## src/design/gfba_pkg.sv

```systemverilog
`timescale 1ns / 1ps
// ----------------------------------------------------------------------------
// gfba_pkg: shared types and constants of the grouped free block allocator
// Sizes, request codes and memory port structs.
// ----------------------------------------------------------------------------
package gfba_pkg;

	localparam int NUM_BLOCKS = 1024;
	localparam int GROUP      = 16;        // power of two
	localparam int GROUPS     = NUM_BLOCKS / GROUP;

	localparam int BLK_W   = $clog2(NUM_BLOCKS + 1);   // block number / group index
	localparam int GRANT_W = BLK_W + 1;                // signed block number
	localparam int GROUP_W = $clog2(GROUP);            // stack address
	localparam int FILL_W  = $clog2(GROUP + 1);        // stack fill
	localparam int ENT_AW  = BLK_W + GROUP_W;          // group entry address
	localparam int ENT_D   = (NUM_BLOCKS + 1) * GROUP;
	localparam int META_D  = NUM_BLOCKS + 1;

	localparam int IN_W  = 16;
	localparam int OUT_W = 24;

	typedef enum logic [1:0] {
		MODE_ALLOC  = 2'd0,
		MODE_FREE   = 2'd1,
		MODE_FORMAT = 2'd2,
		MODE_NONE   = 2'd3
	} mode_t;

	// per group: written mark, link to next group, saved fill
	typedef struct packed {
		logic                      written;
		logic signed [GRANT_W-1:0] link;
		logic [FILL_W-1:0]         fill;
	} meta_t;

	typedef struct packed {
		logic               we;
		logic [GROUP_W-1:0] waddr;
		logic [BLK_W-1:0]   wdata;
		logic [GROUP_W-1:0] raddr;
	} stk_req_t;

	typedef struct packed {
		logic             meta_we;
		logic [BLK_W-1:0] meta_waddr;
		meta_t            meta_wdata;
		logic [BLK_W-1:0] meta_raddr;
		logic             ent_we;
		logic [ENT_AW-1:0] ent_waddr;
		logic [BLK_W-1:0] ent_wdata;
		logic [ENT_AW-1:0] ent_raddr;
	} store_req_t;

endpackage

```

## src/design/gfba_stack.sv

```systemverilog
`timescale 1ns / 1ps
// ----------------------------------------------------------------------------
// gfba_stack: in-core stack of free block numbers
// One write and one registered read per cycle.
// ----------------------------------------------------------------------------
module gfba_stack (
	input  logic                      clk,
	input  gfba_pkg::stk_req_t        req,
	output logic [gfba_pkg::BLK_W-1:0] rdata
);
	import gfba_pkg::*;

	logic [BLK_W-1:0] mem [0:GROUP-1];
	logic [BLK_W-1:0] rdata_q;

	always_ff @(posedge clk) begin
		if (req.we) begin
			mem[req.waddr] <= req.wdata;
		end
		rdata_q <= mem[req.raddr];
	end

	assign rdata = rdata_q;

endmodule

```

## config.mk

```make
export PLATFORM = sky130hd
export DESIGN_NAME = gfba_stack
export DESIGN_NICKNAME = d
export VERILOG_FILES = /design/src/design/gfba_pkg.sv /design/src/design/gfba_stack.sv
export SDC_FILE = /design/constraint.sdc
export NUM_CORES = 1
export LEC_CHECK = 0
export ABC_AREA = 1
export BUFFER_PORTS_ARGS = -buffer_cell sky130_fd_sc_hd__buf_2
export CAP_MARGIN = 40
export CORE_MARGIN = 3
export CORE_UTILIZATION = 30
export CTS_CLUSTER_DIAMETER = 100
export DETAILED_ROUTE_END_ITERATION = 10
export GPL_TIMING_DRIVEN = 0
export PLACE_DENSITY_LB_ADDON = 0.12
export SYNTH_ARGS = -nofsm -noshare
export SYNTH_HDL_FRONTEND = slang
export SYNTH_SLANG_ARGS = --single-unit
```

## constraint.sdc

```tcl
create_clock -name clk -period 1.5 [get_ports clk]
set_input_delay 0.075 -clock clk [delete_from_list [all_inputs] [get_ports clk]]
set_output_delay 0.075 -clock clk [all_outputs]
set_load 0.005 [all_outputs]
```

* Yosys cells after proc, flatten, opt, wreduce, memory -nomap -nowiden
Memory sizes are Yosys's and may differ from the RTL's. A register that Yosys moved wholly into a read port is not among the register bits.
Index checks and enable logic that the tools add are counted.
Widths: inputs -> output; s select.
** Word-level totals
- Register bits :: 0
- Bits in latches :: 0
- Bits in writable memories :: 176
- ROM bits :: 0
- Input port bits :: 21
- Output and inout bits :: 11
- Word-level logic and storage cells :: 3
- Memories kept :: 1
** Memories
- mem :: depth 16, bits a word 11, rd ports 1, clocked after Yosys merged registers in 1, write ports 1, line gfba_stack.sv:13 : logic [BLK_W-1:0] mem [0:GROUP-1];
** Operators by class
- $add $sub $neg :: 0
- $mul :: 0
- Divide/modulo/power cells :: 0
- Magnitude comparators :: 0
- Equality and inequality tests :: 0
- Shift-type cells :: 0
- Multiplexer cells :: 2
- Bitwise logic cells :: 0
- Reduce and logical (&&, ||, !) cells :: 0
** Operators by type and width (number)
- $mux 1 :: 2

* Logic depth before layout (Yosys ltp)
Gate-level depths: netlist (run 1).
- Depth in word-level cells :: 2
- Gate-level depth with buffers :: 9
- Mapped depth without buffers :: 7

* Least setup slack after synthesis (run 1)
Ideal clock, no wire load.
- Path kind :: in2reg
- Start :: input port req[17] (netlist name)
- End :: memory mem[10][0] (netlist name) (enable)
- Setup time :: 0.378 ns
- Arrival :: 0.780 ns
- Required time :: 1.122 ns
- Slack :: 0.342 ns
- Stages on the path :: 2
- Buffers on the path :: 0
- Cell sequence :: nand3b_1 -> nor2_1
** RTL lines
- start, declared :: line gfba_stack.sv:8 : input gfba_pkg::stk_req_t req,
- end, declared :: line gfba_stack.sv:13
No word-level cell before the write port.

==> flow_metrics.tcl, run 1 <==
set metrics [dict create \
    status "completed" \
    synth_area_leaders "edfxtp_1, nand2_1, nand3_1" \
    fin_area_sq_mm 0.00916 \
    cp_num_buf_inv 3 \
    final_cell_count_no_fill 1154 \
    grt_antenna_before_repair 1 \
    cp.depth 5 \
    grt_pass1_vias 5125 \
    worstSetupStartpoint "req[3]" \
    cp_cell_sequence "dlygate4sd3_1 -> buf_2 -> inv_1 -> nand3_1 -> nand2_1" \
    vdd_ir_drop_max_mv 0.648 \
    slew_violations 0 \
    ys_types 14 \
    drc 0 \
    setup_violations 0 \
    netlist_instances 747 \
    routabilityCongestion 0.803 \
    viasPerCell 4.53 \
    r2r_cells 6 \
    wirelength_microns 22600 \
    h-tree-depth 4 \
    r2r_start "mem[6][2]$_DFFE_PP_" \
    layout_setup_ws_ns 0.321 \
    dp_slack_ns -0.0755 \
    ys_seq_area_share_pct 70.1 \
    yosysTopAreaCell "edfxtp_1" \
    ys_seq_elements 187 \
    layout-drive-gt1-share_pct 12.5 \
    placed_cell_area_sq_mm 0.00857 \
    ys_async_sr_fraction_pct 0 \
    hold_violations 0 \
    die_height_microns 168 \
    min_path_type "in -> reg" \
    cts_tree "built" \
    fmax_mhz 848 \
    crit_required_ns 1.85 \
    rows 58 \
    drtIter0Drc 475 \
    ctsResizeCount 0 \
    critPathTopFamily "buffers and inverters" \
    wl_per_cell_microns 19.6 \
    antenna_cells 0 \
    critPathSlowestCell "dlygate4sd3_1" \
    syn-num-nets 768 \
    leakagePower_uw 0.00391 \
    path_clk_slew_ns 0.07 \
    place_inst 1122 \
    power_density_mw_per_mm2 1220 \
    syn-cell-area_sq_mm 0.00785 \
    crit_fanout 11 \
    grt_max_degree 17 \
    cp_slowest_stage_delay_ns 0.54 \
    cts_buffer_depth 2 \
    drtPass1Iterations 5 \
    hpwl_microns 15900 \
    cts_made_buffers 17 \
    start_kind "input port" \
    area_delta_synth_final_pct 16.7 \
    avgSynthCellArea_sq_um 10.5 \
    synth_edf_count 176 \
    rsz0062_at_grt "no" \
    start_util_pct 30.8 \
    nFillCells 2556 \
    numPortBuffers 29 \
    cp-endpoint "rdata[3]$_DFF_P_" \
    cts.sinks 187 \
    die_x_microns 168 \
    synth_ff_type "edfxtp_1" \
    ff2ff_setup_slack_ns 0.36 \
    grt_pass1_wl_microns 33400 \
    final_net_count 832 \
    min_period_ns 1.18 \
    netlist.area_leader.share_pct 67.3 \
    r2r_end "rdata[2]$_DFF_P_" \
    p_total_uw 11200 \
    dieArea_sq_mm 0.0282 \
    crit_path_end_kind "flip-flop" \
    cts_setup_buffers 0 \
    min_period_over_period_pct 78.6 \
    ys_warn_count 0 \
    cap_violations 0 \
    fin_skew_ns 0.00755 \
    ys_top_cells_by_count "nand2_1, edfxtp_1, inv_1" \
    cts_root_buf "clkbuf_16" \
    tightest_slew_ns 0.739 \
    yosysMostFrequentCell "nand2_1" \
    ios 32 \
    clock_latency_ns 0.42 \
    worstPathArrival_ns 1.53 \
    grt-ovfl-total 0 \
    postRouteAntennaNets 0 \
    crit_type "in -> reg" \
    slew_headroom_pct 50.5 \
    grt_usage_pct 16.4 \
    coreArea_sq_mm 0.0255 \
    vias 5226 \
]
## metrics by stage
step | hold WS [ns] | TNS (ns) | utilization [%]
floorplan | 0.174 | 0 | -
global placement | 0.451 | -41.00 | 33.0
detailed placement | 0.444 | -1.17 | 33.7
CTS | 0.0482 | 0 | 36.0
global route | 0.0692 | 0 | 36.0
finish | 0.0710 | 0 | 36.0
## kinds of logic (layout without fill, tap and decap cells)
logic type | Yosys count | count (layout) | share of synthesized area, %
and+or+nand+nor | 388 | 388 | 20.8
DFF | 187 | 187 | 70.1
buffers and inverters | 172 | 249 | 9.13
## cells in the final DEF, fill, tap and decap left out
cell type,count
bufinv_16,2
dfxtp_1,11
buf_2,48
nand3b_1,2
inv_1,136
buf_1,3
nand2_1,236
clkbuf_1,6
clkbuf_16,17
inv_4,1
buf_6,16
inv_2,1
nor2_1,17
clkinv_4,2
buf_4,7
nand3_1,133
clkbuf_8,1
dlygate4sd3_1,1
inv_6,4
edfxtp_1,176
clkinvlp_4,2
clkinv_2,2
## layout make-up
| type | instances | area (sq um) | share of cell area, % |
|---|---|---|---|
| Clock buffer | 20 | 447 | 4.88 |
| Sequential cell | 187 | 5510 | 60.1 |
| Inverter | 138 | 520 | 5.68 |
| Tap cell | 330 | 413 | 4.51 |
| Clock inverter | 12 | 138 | 1.50 |
| Timing Repair Buffer | 46 | 317 | 3.45 |
| Multi-Input combinational cell | 388 | 1630 | 17.8 |
| Buffer | 33 | 193 | 2.10 |
## state kept, by name, summed over array words and instances, names as in the netlist
signal,count
rdata,11
mem,176
## per-layer routing
layer	GRT usage [%]	part of all wire [%]	wire length (microns)
met1	22.2	46	10400
met2	26.8	48	10800
met4	4.80	2.0	446
met3	3.15	4.4	1010
met5	0	0	0
## where the power goes
group          switching [uW]  internal [uW]
sequential               28.4           5830
combinational             578            222
clock                    1970           2520
## how the worst min path moves through the flow
stage	endpoint	cells after the start	start	slack [ns]
floorplan	mem[0][0]$_DFFE_PP_	0	req[4]	0.17
global placement	rdata[10]$_DFF_P_	3	req[3]	0.45
detailed placement	rdata[10]$_DFF_P_	3	req[3]	0.44
CTS	mem[3][4]$_DFFE_PP_	1	req[8]	0.05
global route	mem[3][4]$_DFFE_PP_	1	req[8]	0.07
finish	mem[6][10]$_DFFE_PP_	1	req[14]	0.07
## timing repair
| action | 4_1_cts | 5_1_grt |
|---|---|---|
| endpoints found under the setup margin | 0 | 1 |
| endpoints found under the hold margin | 1 | 0 |
| hold buffers | 1 | 0 |
## worst register-to-register path, stage by stage, from the launching register on
cell      delay, ns
edfxtp_1       0.37
inv_1          0.07
nand2_1        0.05
nand3_1        0.12
nand3_1        0.11
nand3_1        0.17
nand2_1        0.12
No activity file was read; power rests on OpenSTA's default activity.
==> inputs of run 2 (changes only) <==
==> constraint.sdc (replaced) <==
create_clock -name clk -period 1.2 [get_ports clk]
set_input_delay 0.06 -clock clk [delete_from_list [all_inputs] [get_ports clk]]
set_output_delay 0.06 -clock clk [all_outputs]
set_load 0.005 [all_outputs]
==> run 2 against run 1 <==
Net effect:
- clock skew is 0.0028 ns higher
- sequential share of layout area shrank 0.090 points
- clock power rose by 25%
- final area up 0.15%
- combinational power rose by 26%
- largest power group unchanged
- global-route usage hardly changed
- via count increased by 0.75%
- sequential power rose by 25%
- utilization grew 0.054 points
- non-clock buffer count increased by 1
- setup slack worse by 0.25 ns
- register-to-register slack worse by 0.28 ns
==> flow_metrics.tcl, run 2 (synthesized netlist as in run 1, its figures left out) <==
set metrics [dict create \
    final_common_cell "nand2_1" \
    hpwl_microns 15900 \
    area_delta_synth_final_pct 16.9 \
    p_total_uw 14000 \
    cp.depth 6 \
    ff2ff_setup_slack_ns 0.08 \
    cts_setup_buffers 0 \
    critPathTopFamily "simple AND/OR/NAND/NOR gates" \
    drtPass1Iterations 5 \
    clock_latency_ns 0.43 \
    wirelength_microns 22700 \
    largest_reg_flops 176 \
    placed_cell_area_sq_mm 0.00857 \
    wl_per_cell_microns 19.7 \
    grt_max_degree 17 \
    vias 5265 \
    routabilityCongestion 0.803 \
    holdPathEnd "mem[3][4]$_DFFE_PP_" \
    slew_violations 0 \
    start_kind "flip-flop" \
    fin_area_sq_mm 0.00918 \
    fin_skew_ns 0.0103 \
    grt_pass1_wl_microns 33400 \
    vdd_ir_drop_max_mv 0.805 \
    place_inst 1122 \
    power_density_mw_per_mm2 1520 \
    final_net_count 833 \
    cap_violations 0 \
    tightest_slew_ns 0.763 \
    crit_top_cell "nand2_1" \
    holdPathStages 1 \
    regMostFlops "mem" \
    rsz0062_at_grt "no" \
    path_clk_slew_ns 0.07 \
    start_util_pct 30.8 \
    crit_required_ns 1.51 \
    grt-ovfl-total 0 \
    min_period_ns 1.12 \
    slew_headroom_pct 48.9 \
    drc 0 \
    fin_tns_setup_ns 0 \
    cp_slowest_stage_delay_ns 0.36 \
    final_cell_mix "nand2_1, edfxtp_1, inv_1, nand3_1, buf_2" \
    r2r_cells 6 \
    drtIter0Drc 498 \
    h-tree-depth 4 \
    viasPerCell 4.56 \
    die_height_microns 168 \
    numPortBuffers 29 \
    critPathSlowestCell "edfxtp_1" \
    worstPathArrival_ns 1.43 \
    min_period_over_period_pct 93.7 \
    hold_violations 0 \
    crit_path_end_kind "flip-flop" \
    cts_made_buffers 17 \
    die_x_microns 168 \
    r2r_start "mem[4][7]$_DFFE_PP_" \
    rows 58 \
    fmax_mhz 889 \
    coreArea_sq_mm 0.0255 \
    cts_root_buf "clkbuf_16" \
    final_cell_count_no_fill 1155 \
    utilization_pct 36.0 \
    status "completed" \
    crit_fanout 1 \
    cts_buffer_depth 2 \
    grt_usage_pct 16.4 \
    ios 32 \
    worstHoldStart "req[8]" \
    dieArea_sq_mm 0.0282 \
    r2r_end "rdata[7]$_DFF_P_" \
    cts.sinks 187 \
    min_path_type "in -> reg" \
    cp_cell_sequence "nand2_1 -> nand2_1 -> nand2_1 -> nand3_1 -> nand3_1 -> nand2_1" \
    postRouteAntennaNets 0 \
    setup_violations 0 \
    grt_antenna_before_repair 1 \
    layout-drive-gt1-share_pct 12.7 \
    cp_num_buf_inv 0 \
    antenna_cells 0 \
    cts_tree "built" \
    grt_pass1_vias 5136 \
    leakagePower_uw 0.00392 \
    crit_type "reg -> reg" \
    nFillCells 2554 \
]
run 2: final cells by class:
type                            instances  area, sq um  share of cell area [%]
Multi-Input combinational cell        388         1640                    17.9
Clock buffer                           20          447                    4.87
Buffer                                 34          196                    2.14
Sequential cell                       187         5510                    60.0
Timing Repair Buffer                   46          317                    3.45
Inverter                              138          520                    5.67
Clock inverter                         12          138                    1.50
Tap cell                              330          413                    4.50
run 2: how the worst max path moves through the flow:
stage | from | endpoint | slack [ns]
after floorplan | req[17] | mem[10][0]$_DFFE_PP_ | 0.06
after global placement | req[18] | mem[5][3]$_DFFE_PP_ | -0.67
after detailed placement | req[18] | mem[6][5]$_DFFE_PP_ | -0.36
after CTS | mem[7][2]$_DFFE_PP_ | rdata[2]$_DFF_P_ | 0.06
after global routing | mem[6][2]$_DFFE_PP_ | rdata[2]$_DFF_P_ | 0.0008
final | mem[4][7]$_DFFE_PP_ | rdata[7]$_DFF_P_ | 0.08
run 2: per-stage QoR:
stage	hold WS, ns	setup slack, ns
floorplan	0.159	0.0570
finish	0.0537	0.0755
detailed placement	0.429	-0.361
CTS	0.0332	0.0638
global placement	0.436	-0.667
global route	0.0542	0.000770
run 2: per-layer routing:
layer / share of wire, % / track usage (%) / vias to the layer above
met5: 0 / 0 / -
met4: 2.0 / 4.80 / 0
met3: 4.5 / 3.12 / 21
met2: 48 / 26.9 / 139
met1: 46 / 22.3 / 2568
li1: - / - / 2537
run 2: what timing repair did:
action,in CTS,in global routing
hold buffers,1,0
hold endpoints to repair,1,0
resized for setup,0,2
endpoints found under the setup margin,0,1
run 2: report_power, final:
part / internal, uW / leakage, uW / switching [uW] / total (uW)
Combinational: 280 / 0.00196 / 728 / 1010
Sequential: 7290 / 0.00168 / 35.5 / 7330
Clock: 3150 / 0.000282 / 2460 / 5620
==> inputs of run 3 (changes only) <==
--- a/config.mk
+++ b/config.mk
@@ -14,6 +14,7 @@
 export DETAILED_ROUTE_END_ITERATION = 10
 export GPL_TIMING_DRIVEN = 0
 export PLACE_DENSITY_LB_ADDON = 0.12
+export RECOVER_POWER = 50
 export SYNTH_ARGS = -nofsm -noshare
 export SYNTH_HDL_FRONTEND = slang
 export SYNTH_SLANG_ARGS = --single-unit
==> constraint.sdc (replaced) <==
create_clock -name clk -period 1.2 [get_ports clk]
set_input_delay 0.06 -clock clk [delete_from_list [all_inputs] [get_ports clk]]
set_output_delay 0.06 -clock clk [all_outputs]
set_load 0.1 [all_outputs]
==> run 3 against run 2 <==
Net effect:
- power grew 2.4%
- die area is the same
- critical path depth did not move
- non-clock buffer count is the same
- clock-buffer cell count is the same
==> flow_metrics.tcl, run 3 (synthesized netlist as in run 1, its figures left out) <==
set metrics [dict create \
    r2r_cells 6 \
    fin_skew_ns 0.00769 \
    routabilityCongestion 0.803 \
    vdd_ir_drop_max_mv 0.804 \
    vias 5239 \
    rows 58 \
    cts.sinks 187 \
    final_cell_count_no_fill 1155 \
    cts_buffer_depth 2 \
    holdPathStages 4 \
    hold_violations 0 \
    grt_usage_pct 16.4 \
    grt_pass1_vias 5133 \
    grt_max_degree 17 \
    grt_pass1_wl_microns 33400 \
    drc 0 \
    slew_violations 0 \
    cap_violations 0 \
    start_kind "flip-flop" \
    power_density_mw_per_mm2 1550 \
    crit_fanout 1 \
    setup_violations 0 \
    r2r_end "rdata[5]$_DFF_P_" \
    status "completed" \
    wl_per_cell_microns 19.6 \
    critPathSlowestCell "edfxtp_1" \
    regMostFlops "mem" \
    crit_top_cell "nand2_1" \
    tightest_slew_ns 1.25 \
    final_common_cell "nand2_1" \
    utilization_pct 36.1 \
    holdPathEnd "rdata[10]$_DFF_P_" \
    cts_root_buf "clkbuf_16" \
    wirelength_microns 22700 \
    fmax_mhz 881 \
    numPortBuffers 29 \
    hpwl_microns 15900 \
    path_clk_slew_ns 0.07 \
    ios 32 \
    crit_type "reg -> reg" \
    slew_headroom_pct 16.9 \
    r2r_start "mem[5][5]$_DFFE_PP_" \
    largest_reg_flops 176 \
    dp_slack_ns -0.361 \
    drtIter0Drc 515 \
    postRouteAntennaNets 0 \
    cts_made_buffers 17 \
    start_util_pct 30.8 \
    final_cell_mix "nand2_1, edfxtp_1, inv_1, nand3_1, buf_2" \
    dieArea_sq_mm 0.0282 \
    min_period_over_period_pct 94.6 \
    ff2ff_setup_slack_ns 0.07 \
    layout-drive-gt1-share_pct 11.3 \
    grt-ovfl-total 0 \
    cp_slowest_stage_delay_ns 0.38 \
    worstHoldStart "req[3]" \
    viasPerCell 4.54 \
    cts_tree "built" \
    hold_ws_ns 0.101 \
    antenna_cells 0 \
    grt_antenna_before_repair 1 \
    coreArea_sq_mm 0.0255 \
    cp_cell_sequence "nand2_1 -> nand2_1 -> nand2_1 -> nand3_1 -> nand3_1 -> nand2_1" \
    min_period_ns 1.13 \
    layout_setup_ws_ns 0.0651 \
    rsz0062_at_grt "no" \
    final_net_count 833 \
    h-tree-depth 4 \
    area_delta_synth_final_pct 17.0 \
    die_height_microns 168 \
    clock_latency_ns 0.43 \
    worstPathArrival_ns 1.45 \
    leakagePower_uw 0.00390 \
    crit_required_ns 1.51 \
    min_path_type "in -> reg" \
    drtPass1Iterations 5 \
    die_x_microns 168 \
    place_inst 1122 \
    crit_path_end_kind "flip-flop" \
]
==> run 3: worst max-delay path, delay by kind of cell (launching register included) <==
| family | cells | cell delay, ns |
|---|---|---|
| DFF | 1 | 0.38 |
| and+or+nand+nor | 6 | 0.63 |
==> run 3: cell type report <==
cell class / count / area [sq um]
buffer: 34 / 196
clock buffer: 20 / 447
clock inverter: 12 / 138
fill: 2560 / 16300
inverter: 138 / 520
multi-input combinational: 388 / 1640
sequential: 187 / 5510
tap: 330 / 413
timing repair buffer: 46 / 329
==> run 3: worst max-delay path by stage <==
stage                                   start              endpoint  slack, ns  depth (start not counted)
after detailed placement              req[18]   mem[6][5]$_DFFE_PP_      -0.36                          4
after floorplan                       req[17]  mem[10][0]$_DFFE_PP_       0.06                          2
after global routing      mem[6][2]$_DFFE_PP_      rdata[2]$_DFF_P_     0.0008                          6
after global placement                req[18]   mem[5][3]$_DFFE_PP_      -0.67                          3
after CTS                 mem[7][2]$_DFFE_PP_      rdata[2]$_DFF_P_       0.06                          6
final                     mem[5][5]$_DFFE_PP_      rdata[5]$_DFF_P_       0.07                          6
==> run 3: per-stage QoR <==
stage | instance area (sq um) | power [uW] | TNS (ns)
2_1_floorplan | 7850 | 8280 | 0
3_3_place_gp | 8410 | 8770 | -93.86
3_5_place_dp | 8570 | 8800 | -31.58
4_1_cts | 9190 | 14400 | 0
5_1_grt | 9190 | 14800 | 0
6_report | 9190 | 14300 | 0
==> run 3: metal layers <==
layer | vias to the layer above | wire length (microns) | GRT usage [%]
li1 | 2536 | - | -
met1 | 2540 | 10300 | 22.3
met2 | 141 | 10800 | 26.9
met3 | 22 | 1100 | 3.03
met4 | 0 | 452 | 4.80
met5 | - | 0 | 0
==> run 3: power breakdown <==
group          switching [uW]  internal, uW  total (uW)
Clock                    2460          3150        5620
Sequential               38.3          7300        7340
Combinational            1030           299        1330
==> run 3: repair_timing <==
item | in CTS | in global routing
pin swaps | 0 | 1
hold buffers | 1 | 0
resized for setup | 11 | 2
hold endpoints to repair | 1 | 0
setup buffers | 0 | 0
setup endpoints to repair | 11 | 1
